### src/rtl/uab_pkg.sv
// Shared types, constants and status function for the UART autobaud detector.
package uab_pkg;

	localparam int unsigned COUNT_WIDTH_DEF = 16;
	localparam int unsigned FIELD_W         = 16;
	localparam int unsigned UNIT_SHIFT      = 4;
	localparam int unsigned CFG_W           = 8;
	localparam int unsigned REG_IDX_W       = 1;

	localparam logic [CFG_W-1:0]   ATTEMPT_LIMIT_RST = 8'd200;
	localparam logic [CFG_W-1:0]   MIN_CAPTURES_RST  = 8'd3;
	localparam logic [CFG_W-1:0]   CAP_MAX           = 8'd255;
	localparam logic [FIELD_W-1:0] SHORT_NONE        = 16'hFFFF;
	localparam logic [2:0]         END_RATIO         = 3'd5;

	localparam logic [REG_IDX_W-1:0] REG_ATTEMPT_LIMIT = 1'd0;
	localparam logic [REG_IDX_W-1:0] REG_MIN_CAPTURES  = 1'd1;

	typedef enum logic [1:0] {
		CMD_START    = 2'd0,
		CMD_CAPTURE  = 2'd1,
		CMD_SKIP     = 2'd2,
		CMD_OVERFLOW = 2'd3
	} cmd_t;

	typedef enum logic [1:0] {
		ST_RUNNING = 2'd0,
		ST_SUCCESS = 2'd1,
		ST_TOO_LOW = 2'd2,
		ST_FEW     = 2'd3
	} stat_t;

	function automatic stat_t end_status(input logic [FIELD_W-1:0] shortest,
			input logic [CFG_W-1:0] captures, input logic [CFG_W-1:0] min_caps);
		stat_t s;
		if (shortest[FIELD_W-1:8] != '0) begin
			s = ST_TOO_LOW;
		end else if (captures < min_caps) begin
			s = ST_FEW;
		end else begin
			s = ST_SUCCESS;
		end
		return s;
	endfunction

endpackage

### src/rtl/uart_autobaud_detector.sv
// Top level of the UART autobaud detector: run state update and result register.
// A result appears in the cycle after its input word is accepted.
// Throughput: one word per cycle unless stalled; the state update is a single
// registered pass (round, compare, subtract, times-five check) between state and result registers.
// Reset: asynchronous, clears the run to a fresh running state and loads the
// register defaults (attempt limit 200, minimum captures 3).
module uart_autobaud_detector
	import uab_pkg::*;
#(
	parameter int unsigned COUNT_WIDTH = COUNT_WIDTH_DEF
) (
	input  logic                 clk,
	input  logic                 arst_n,
	input  logic                 cfg_write,
	input  logic [REG_IDX_W-1:0] cfg_index,
	input  logic [CFG_W-1:0]     cfg_data,
	input  logic                 in_valid,
	output logic                 in_stall,
	input  logic [1:0]           command,
	input  logic [FIELD_W-1:0]   interval,
	output logic                 out_valid,
	input  logic                 out_stall,
	output logic                 done_res,
	output logic [1:0]           status,
	output logic [7:0]           reload,
	output logic [FIELD_W-1:0]   shortest_unit
);

	localparam int unsigned TAKE_W = (COUNT_WIDTH < FIELD_W) ? COUNT_WIDTH : FIELD_W;
	localparam int unsigned UNIT_W = TAKE_W + 1 - UNIT_SHIFT;
	localparam int unsigned PROD_W = FIELD_W + 3;
	localparam logic [FIELD_W-1:0] UNIT_MAX = FIELD_W'({UNIT_W{1'b1}});

	logic [CFG_W-1:0]   attempt_limit_q, min_captures_q;
	logic [CFG_W-1:0]   att_q, att_d, att_inc;
	logic [CFG_W-1:0]   cap_q, cap_d, cap_inc;
	logic [UNIT_W-1:0]  long_q, long_d, long_c;
	logic [FIELD_W-1:0] short_q, short_d, short_c;
	logic               fin_q, fin_d;
	stat_t              stat_q, stat_d;
	logic               out_valid_q;
	logic               in_acc;
	cmd_t               cmd;

	logic [TAKE_W:0]    rounded;
	logic [UNIT_W-1:0]  unit, unit_r;
	logic [FIELD_W-1:0] unit16, unit_r16;
	logic               reduce, success;
	logic [PROD_W-1:0]  short_x5;

	assign in_stall  = out_valid_q && out_stall;
	assign in_acc    = in_valid && !in_stall;
	assign out_valid = out_valid_q;
	assign cmd       = cmd_t'(command);

	assign rounded  = {1'b0, interval[TAKE_W-1:0]} + (TAKE_W+1)'(8);
	assign unit     = rounded[TAKE_W:UNIT_SHIFT];
	assign unit16   = FIELD_W'(unit);
	assign long_c   = (unit > long_q) ? unit : long_q;
	assign reduce   = ({1'b0, unit16} > {1'b0, short_q}) && ({1'b0, unit16} < {short_q, 1'b0});
	assign unit_r   = reduce ? UNIT_W'(unit16 - short_q) : unit;
	assign unit_r16 = FIELD_W'(unit_r);
	assign short_c  = (unit_r16 < short_q) ? unit_r16 : short_q;
	assign short_x5 = PROD_W'(short_c) * PROD_W'(END_RATIO);
	assign success  = PROD_W'(long_c) >= short_x5;
	assign cap_inc  = (cap_q == CAP_MAX) ? cap_q : cap_q + 8'd1;
	assign att_inc  = att_q + 8'd1;

	always_comb begin
		att_d   = att_q;
		cap_d   = cap_q;
		long_d  = long_q;
		short_d = short_q;
		fin_d   = fin_q;
		stat_d  = stat_q;
		if (in_acc) begin
			unique case (cmd)
				CMD_START: begin
					att_d   = '0;
					cap_d   = '0;
					long_d  = '0;
					short_d = SHORT_NONE;
					fin_d   = 1'b0;
					stat_d  = ST_RUNNING;
					if (attempt_limit_q == '0) begin
						fin_d  = 1'b1;
						stat_d = end_status(SHORT_NONE, '0, min_captures_q);
					end
				end
				CMD_CAPTURE: begin
					if (!fin_q) begin
						cap_d   = cap_inc;
						long_d  = long_c;
						short_d = short_c;
						if (success) begin
							cap_d  = CAP_MAX;
							fin_d  = 1'b1;
							stat_d = end_status(short_c, CAP_MAX, min_captures_q);
						end else begin
							att_d = att_inc;
							if (att_inc >= attempt_limit_q) begin
								fin_d  = 1'b1;
								stat_d = end_status(short_c, cap_inc, min_captures_q);
							end
						end
					end
				end
				CMD_SKIP: begin
					if (!fin_q) begin
						att_d = att_inc;
						if (att_inc >= attempt_limit_q) begin
							fin_d  = 1'b1;
							stat_d = end_status(short_q, cap_q, min_captures_q);
						end
					end
				end
				CMD_OVERFLOW: begin
					if (!fin_q) begin
						fin_d  = 1'b1;
						stat_d = ST_TOO_LOW;
					end
				end
				default: begin
				end
			endcase
		end
	end

	always_ff @(posedge clk or negedge arst_n) begin
		if (!arst_n) begin
			attempt_limit_q <= ATTEMPT_LIMIT_RST;
			min_captures_q  <= MIN_CAPTURES_RST;
		end else if (cfg_write) begin
			unique case (cfg_index)
				REG_ATTEMPT_LIMIT: attempt_limit_q <= cfg_data;
				REG_MIN_CAPTURES:  min_captures_q  <= cfg_data;
				default: begin
				end
			endcase
		end
	end

	always_ff @(posedge clk or negedge arst_n) begin
		if (!arst_n) begin
			att_q       <= '0;
			cap_q       <= '0;
			long_q      <= '0;
			short_q     <= SHORT_NONE;
			fin_q       <= 1'b0;
			stat_q      <= ST_RUNNING;
			out_valid_q <= 1'b0;
		end else begin
			att_q   <= att_d;
			cap_q   <= cap_d;
			long_q  <= long_d;
			short_q <= short_d;
			fin_q   <= fin_d;
			stat_q  <= stat_d;
			if (in_acc) begin
				out_valid_q <= 1'b1;
			end else if (!out_stall) begin
				out_valid_q <= 1'b0;
			end
		end
	end

	always_ff @(posedge clk) begin
		if (in_acc) begin
			done_res      <= fin_d;
			status        <= stat_d;
			reload        <= 8'(8'd0 - short_d[7:0]);
			shortest_unit <= short_d;
		end
	end

	a_fin_status: assert property (@(posedge clk) disable iff (!arst_n)
		fin_q == (stat_q != ST_RUNNING))
		else $error("finished flag and final status disagree");

	a_accept_result: assert property (@(posedge clk) disable iff (!arst_n)
		in_acc |=> out_valid_q)
		else $error("accepted word produced no result");

	a_short_range: assert property (@(posedge clk) disable iff (!arst_n)
		(short_q == SHORT_NONE) || (short_q <= UNIT_MAX))
		else $error("shortest unit out of range");

	a_result_done: assert property (@(posedge clk) disable iff (!arst_n)
		in_acc |=> (done_res == fin_q) && (shortest_unit == short_q))
		else $error("result register does not match run state");

endmodule
### config.mk
export PLATFORM = sky130hd
export DESIGN_NAME = uart_autobaud_detector
export DESIGN_NICKNAME = d
export VERILOG_FILES = /design/src/rtl/uab_pkg.sv /design/src/rtl/uart_autobaud_detector.sv
export SDC_FILE = /design/constraint.sdc
export NUM_CORES = 1
export LEC_CHECK = 0
export ABC_AREA = 1
export BUFFER_PORTS_ARGS = -buffer_cell sky130_fd_sc_hd__clkbuf_2
export CORE_UTILIZATION = 55
export CTS_BUF_LIST = sky130_fd_sc_hd__clkbuf_8
export CTS_CLUSTER_DIAMETER = 30
export CTS_CLUSTER_SIZE = 8
export DETAILED_ROUTE_END_ITERATION = 8
export PLACE_DENSITY = 0.74
export SETUP_SLACK_MARGIN = 0.02
export SYNTH_ARGS = -nofsm -noshare
export SYNTH_HDL_FRONTEND = slang
export SYNTH_SLANG_ARGS = --single-unit
### constraint.sdc
create_clock -name clk -period 9.7 [get_ports clk]
set_input_delay 0 -clock clk [delete_from_list [all_inputs] [get_ports clk]]
set_output_delay 0 -clock clk [all_outputs]
set_load 0.03 [all_outputs]
==> run summary, run 1 <==
Status: finished clean
Max Buffers Root-to-Sink: 2
Leakage power: 4.463 nW
Crit path to: status[0]
GRT overflow: 0
Hold WC Path Type: input port to register
Top FF cell, synth: dfrtp_1
Critical path class: input port to register
Hold WS: 0.1599 ns
Worst Reg-to-Reg Cells: 47
Max Cap Viol: 0
Fin crit share: 86.92%
DR DRC count: 0
Clock root cell: clkbuf_8
Total track usage: 26.63%
CP required: 9.84 ns
Post-synth ARST share: 71.43%
TritonCTS clock tree: yes
Max FO, Critical Path: 24
Worst skew pair latency: 0.40 ns
Reg2reg end: status[0]
Synth unique cells: 53
Count of final hold-check violations: 0
Worst setup SP type: input port
CTS H-tree depth: 3
Crit path from: interval[5]
Rel. slew slack: 39.14%
Pwr Total: 1.507 mW
Post-Synth Simple-Gate Area: 20.00%
Yosys warns: 0
Layout cells sized above 1: 11.66%
Switching power: 0.6465 mW
Post-synth EDFFs: 26
Delay-heaviest family, CP: simple AND/OR/NAND/NOR gates
Initial core utilization: 56.49%
Syn avg cell area: 7.583 sq um
Int Pwr: 0.8609 mW
Setup violators final: 0
Inserted Clock Buffers: 9
Detailed-route via count: 6953
# IOs: 61
Xor/xnor share of the synthesized area: 4.228%
Critical path data arrival time: 8.57 ns
Cells after DPL: 1268
Number of antenna violations at the first check in global routing: 0
Worst-path clk slew: 0.09 ns
P&R area growth vs syn: 10.52%
Drt initial violations: 465
Comb pwr share: 47.3%
Fmax: 118.6 MHz
Least-Margin Pin Slew: 0.9119 ns
Cell with the most instances after synthesis: nand2_1
Top post-synthesis cells by count: 225 x nand2_1, 171 x inv_1, 120 x ha_1, 101 x o21ai_0, 70 x a21oi_1
PwrDens: 173.3 nW/um^2
Reg-to-reg setup timing slack: 1.54 ns
Sw frac: 42.89%
Number of nets in the layout: 1264
Mean number of vias per cell: 5.369
Post-route ant nets: 0
Share of the synthesized area in the top cell type: 19.07%
Fill count: 1261
RSZ-0062 raised after global routing: no
Yosys top cell by area: ha_1
Vias in the first global route: 6450
Fin crit period: 8.431 ns
Flop pwr share: 34.3%
Initial DRT Pass Iterations: 5
Register area share after synthesis: 30.92%
Setup_tns: 0 ns
Final setup skew: 0.01746 ns
Worst path depth: 61
Synth Area in Compound Gates: 15.74%
Setup bufs post-CTS: 0
Worst path slowest cell: o311ai_0
I/O Buffers: 57
ANT cells: 0
Global-route wire length before repair: 30860 microns
Final Non-Filler Cells: 1295
Yosys reg bits: 91
Routed len/inst: 14.12 microns
Die span in y: 121.6 microns
Slowest cell delay on critical path: 0.42 ns
Clk pwr share: 18.5%
Area contributors post-synth: ha_1 19%, dfrtp_1 14%, nand2_1 11%
Final Max Tran Viols: 0
Die width: 121.6 microns
Largest net degree at the start of global routing: 66
Largest family of logic cells by synthesized area: simple AND/OR/NAND/NOR gates
Synthesized-area fraction occupied by adder cells: 19.58%
Total wire length: 18290 microns
Post-DP HPWL: 14260 microns
Reg2reg start: short_q[2]
Crit-path most repeated cell: nand2_1
GP Congestion: 0.9167
Worst setup EP type: register
Mux cell area share after synthesis: 0%
Mapped Area: 7871 sq um
Die ar.: 14790 sq um
CP bufs+invs: 11
VDD IR max: 134.6 uV
Clk sinks: 91
Row count: 43
Core ar.: 13930 sq um
Mapped Cells: 1038
power groups by stage:
stage | clock network [mW] | logic, mW | registers [mW]
after global placement | 0 | 0.682 | 0.522
after global routing | 0.300 | 0.821 | 0.523
after detailed placement | 0 | 0.700 | 0.523
after floorplan | 0 | 0.508 | 0.541
final | 0.278 | 0.712 | 0.516
after CTS | 0.285 | 0.708 | 0.516
worst min-delay path by stage:
stage              start                  to  cells past startpoint
2_1_floorplan     arst_n            att_q[0]                      0
3_3_place_gp    in_valid           out_valid                      3
3_5_place_dp    in_valid           out_valid                      3
4_1_cts        cfg_write  attempt_limit_q[3]                      4
5_1_grt        cfg_index   min_captures_q[0]                      3
6_report       cfg_write  attempt_limit_q[6]                      4
state kept, by name (all words and copies together) (netlist names):
register	flops
reload	8
status	2
min_captures_q	8
done_res	1
cap_q	8
att_q	8
fin_q	1
out_valid	1
long_q	13
attempt_limit_q	8
short_q	16
stat_q	2
shortest_unit	15
worst register-to-register path, delay by kind of cell (launching register included):
kind | cells | cell delay (ns)
AOI/OAI and AO/OA | 13 | 2.52
xor gates and xnor gates | 2 | 0.28
adders and majority gates | 6 | 1.83
buffers and inverters | 6 | 0.48
DFF | 1 | 0.55
and+or+nand+nor | 20 | 2.24
area by class of cell:
cell class / instances / area [sq um] / share of cell area (%)
multi-input combinational: 756 / 4723 / 54.29
tap: 180 / 225.2 / 2.589
timing repair buffer: 75 / 447.9 / 5.149
clock inverter: 7 / 81.33 / 0.9348
inverter: 177 / 664.4 / 7.637
sequential: 91 / 2434 / 27.97
clock buffer: 9 / 123.9 / 1.424
layout by cell type, fill, tap and decap left out, types with 6 or more instances in the layout:
cell / n
nand2_1: 225
nor3_1: 10
o21ai_0: 101
o21ai_1: 12
ha_1: 120
dlygate4sd3_1: 11
o211ai_1: 6
a21oi_1: 70
nand2_2: 6
inv_1: 171
nor2_1: 49
and2_1: 6
dfrtp_1: 44
dfstp_2: 21
nand4_1: 10
clkbuf_8: 9
xor2_1: 33
edfxtp_1: 26
buf_4: 7
nand3_1: 39
clkbuf_2: 56
metrics by stage:
step / utilization, % / area (sq um) / setup slack, ns
final: 62.43 / 8700 / 1.269
after detailed placement: 60.13 / 8379 / 0.8084
after global placement: 60.13 / 8379 / 0.9190
after CTS: 62.40 / 8695 / 1.220
after floorplan: - / 7886 / 2.150
after global routing: 62.43 / 8700 / 0.09625
cells by family (layout without fill, tap and decap cells):
family	after synthesis	after routing
and+or+nand+nor	367	367
other	1	5
buffers and inverters	195	268
xor gates and xnor gates	38	38
adders and majority gates	122	122
AOI/OAI and AO/OA	224	224
DFF	91	91
repair_timing:
item	4_1_cts	5_1_grt
hold buffers	11	0
setup endpoints to repair	0	7
hold endpoints to repair	61	0
resized for setup	0	1
layer usage:
| layer | global-route usage, % | routed length, microns | vias to the layer above |
|---|---|---|---|
| li1 | - | - | 3582 |
| met1 | 34.84 | 8628 | 3213 |
| met2 | 45.35 | 8718 | 136 |
| met3 | 4.541 | 663 | 22 |
| met4 | 7.022 | 274 | 0 |
| met5 | 0 | 0 | - |
No activity file was read; power rests on OpenSTA's default activity.
==> run 2, diff against run 1 <==
Clock period 9.7 ns to 10.8 ns, I/O delays scaled along.
==> run 2 against run 1 <==
  * Largest power group unchanged
  * Combinational power down 10%
  * First-iteration DRC count down 1.9%
  * Total power down 9.2%
  * Worst hold slack better by 0.020 ns
  * Clock power down 4%
  * Non-clock buffer count down 2
  * Global-route usage down 0.16 points
  * Routed wire length down 0.60%
  * Core utilization about the same
  * Highest routed layer unchanged
  * Cell area about the same
  * Worst setup slack better by 0.30 ns
==> run summary, run 2 (synthesized netlist as in run 1, its figures left out) <==
Hold WC Path Type: input port to register
Crit path from: interval[5]
Sw frac: 41.97% (-0.92 points)
Die ar.: 14790 sq um (unchanged)
DR DRC count: 0 (unchanged)
Vias in the first global route: 6591 (+2.2%)
Total track usage: 26.48% (-0.16 points)
Final setup skew: 0.01050 ns (-0.006962 ns)
PwrDens: 157.4 nW/um^2 (-9.2%)
Die width: 121.6 microns (unchanged)
TritonCTS clock tree: yes
Hold path depth: 4 (unchanged)
Fin crit period: 9.227 ns
Clk pwr share: 19.4% (+0.9 points)
Max reg flops: 16 (unchanged)
Layout cells sized above 1: 11.23% (-0.43 points)
Global-route wire length before repair: 30660 microns (-0.65%)
GRT overflow: 0 (unchanged)
Post-DP HPWL: 14320 microns (+0.41%)
RSZ-0062 raised after global routing: no
VDD IR max: 99.43 uV (-26%)
Pwr Total: 1.368 mW (-9.2%)
Critical path class: input port to register
Setup violators final: 0 (unchanged)
Worst skew pair latency: 0.38 ns (-0.02 ns)
Worst setup SP type: input port
Comb pwr share: 46.7% (-0.6 points)
Worst Reg-to-Reg Cells: 45 (-4.3%)
I/O Buffers: 57 (unchanged)
Reg2reg start: short_q[0]
Final Max Tran Viols: 0 (unchanged)
Detailed-route via count: 6910 (-0.62%)
Post-route ant nets: 0 (unchanged)
Crit-path most repeated cell: nand2_1
Multi-input logic area: 4716 sq um (-0.16%)
Fin crit share: 85.43%
Inserted Clock Buffers: 9 (unchanged)
Worst-path clk slew: 0.10 ns (about the same)
Most common cell after layout, fill and taps aside: nand2_1
Int Pwr: 0.7940 mW (-7.8%)
Worst path slowest cell: a22oi_1
P&R area growth vs syn: 10.46% (about the same)
Biggest regs: short_q x16, shortest_unit x15, long_q x13
Row count: 43 (unchanged)
Hold Path End: min_captures_q[0]
Reg-to-reg setup timing slack: 1.92 ns (+0.38 ns)
Setup_tns: 0 ns (unchanged)
Setup bufs post-CTS: 0 (unchanged)
Initial core utilization: 56.49% (unchanged)
Switching power: 0.5743 mW (-11%)
Worst setup EP type: register
Total wire length: 18180 microns (-0.60%)
Number of antenna violations at the first check in global routing: 0 (unchanged)
Reg2reg end: status[0]
Count of final hold-check violations: 0 (unchanged)
GP Congestion: 0.9015 (-1.7%)
Critical path data arrival time: 9.37 ns (+0.80 ns)
Number of nets in the layout: 1262 (-0.16%)
Reg area: 2434 sq um (unchanged)
Least-Margin Pin Slew: 0.8519 ns (-0.05997 ns)
Hold Path Origin: cfg_write
Commonest cells after routing, fill and taps aside: 225 x nand2_1, 172 x inv_1, 120 x ha_1, 101 x o21ai_0, 70 x a21oi_1
Max Cap Viol: 0 (unchanged)
Max Buffers Root-to-Sink: 2 (unchanged)
Leakage power: 4.460 nW (about the same)
Rel. slew slack: 43.21% (+4.1 points)
Initial DRT Pass Iterations: 5 (unchanged)
Clock root cell: clkbuf_8
CP required: 10.94 ns (+1.10 ns)
Largest net degree at the start of global routing: 66 (unchanged)
Drt initial violations: 456 (-1.9%)
Core ar.: 13930 sq um (unchanged)
# IOs: 61 (unchanged)
Fill count: 1288 (+2.1%)
Status: finished clean
Clk sinks: 91 (unchanged)
Max FO, Critical Path: 24 (unchanged)
Most flops, register: short_q
DP Worst Slack: 1.387 ns (+0.5788 ns)
Die span in y: 121.6 microns (unchanged)
Routed len/inst: 14.06 microns (-0.44%)
Mean number of vias per cell: 5.344 (-0.46%)
PnR worst setup slack: 1.573 ns (+0.3041 ns)
ANT cells: 0 (unchanged)
Flop pwr share: 33.9% (-0.4 points)
CTS H-tree depth: 3 (unchanged)
Fmax: 108.4 MHz
Slowest cell delay on critical path: 0.57 ns (+0.15 ns)
-- run 2: worst max-delay path by stage --
stage | slack, ns | end
floorplan | 3.25 | status[0]
global placement | 1.46 | status[0]
detailed placement | 1.39 | status[0]
CTS | 1.75 | status[0]
global route | 0.59 | status[0]
finish | 1.57 | status[0]
-- run 2: area by class of cell --
type / count / area share [%]
Clock buffer: 9 / 1.425
Clock inverter: 7 / 1.137
Inverter: 177 / 7.641
Multi-Input combinational cell: 756 / 54.24
Sequential cell: 91 / 27.99
Tap cell: 180 / 2.590
Timing Repair Buffer: 73 / 4.979
-- run 2: metrics by stage --
stage	hold WS [ns]	instance area (sq um)	instances	utilization, %
5_1_grt	0.2193	8695	1293	62.40
4_1_cts	0.1524	8695	1293	62.40
3_3_place_gp	0.2139	8362	1266	60.01
6_report	0.1800	8695	1293	62.40
3_5_place_dp	0.2155	8362	1266	60.01
2_1_floorplan	-0.2956	7886	1042	-
-- run 2: worst max-delay path: cells and delay by family --
family | cells | cell delay (ns)
AO/OA/AOI/OAI | 13 | 2.93
XOR/XNOR | 2 | 0.31
adder cells (fa/ha/maj) | 6 | 1.69
buffers and inverters | 10 | 1.19
AND/OR/NAND/NOR | 28 | 3.24
-- run 2: metal layers --
metal  vias to the layer above  part of all wire [%]  GRT usage, %
met2                       152                    48         45.49
met5                         -                     0             0
met3                        26                   3.9         3.933
met4                         0                   2.0         7.562
li1                       3570                     -             -
met1                      3162                    47         34.45
-- run 2: power by group through the flow --
stage / sequential (mW) / combinational (mW) / clock, mW
2_1_floorplan: 0.486 / 0.456 / 0
3_3_place_gp: 0.469 / 0.612 / 0
3_5_place_dp: 0.471 / 0.627 / 0
4_1_cts: 0.464 / 0.635 / 0.272
5_1_grt: 0.471 / 0.736 / 0.283
6_report: 0.464 / 0.639 / 0.266
-- run 2: what timing repair did --
item,CTS,global route
endpoints found under the hold margin,61,0
hold buffers,11,0
gates resized for setup,0,0
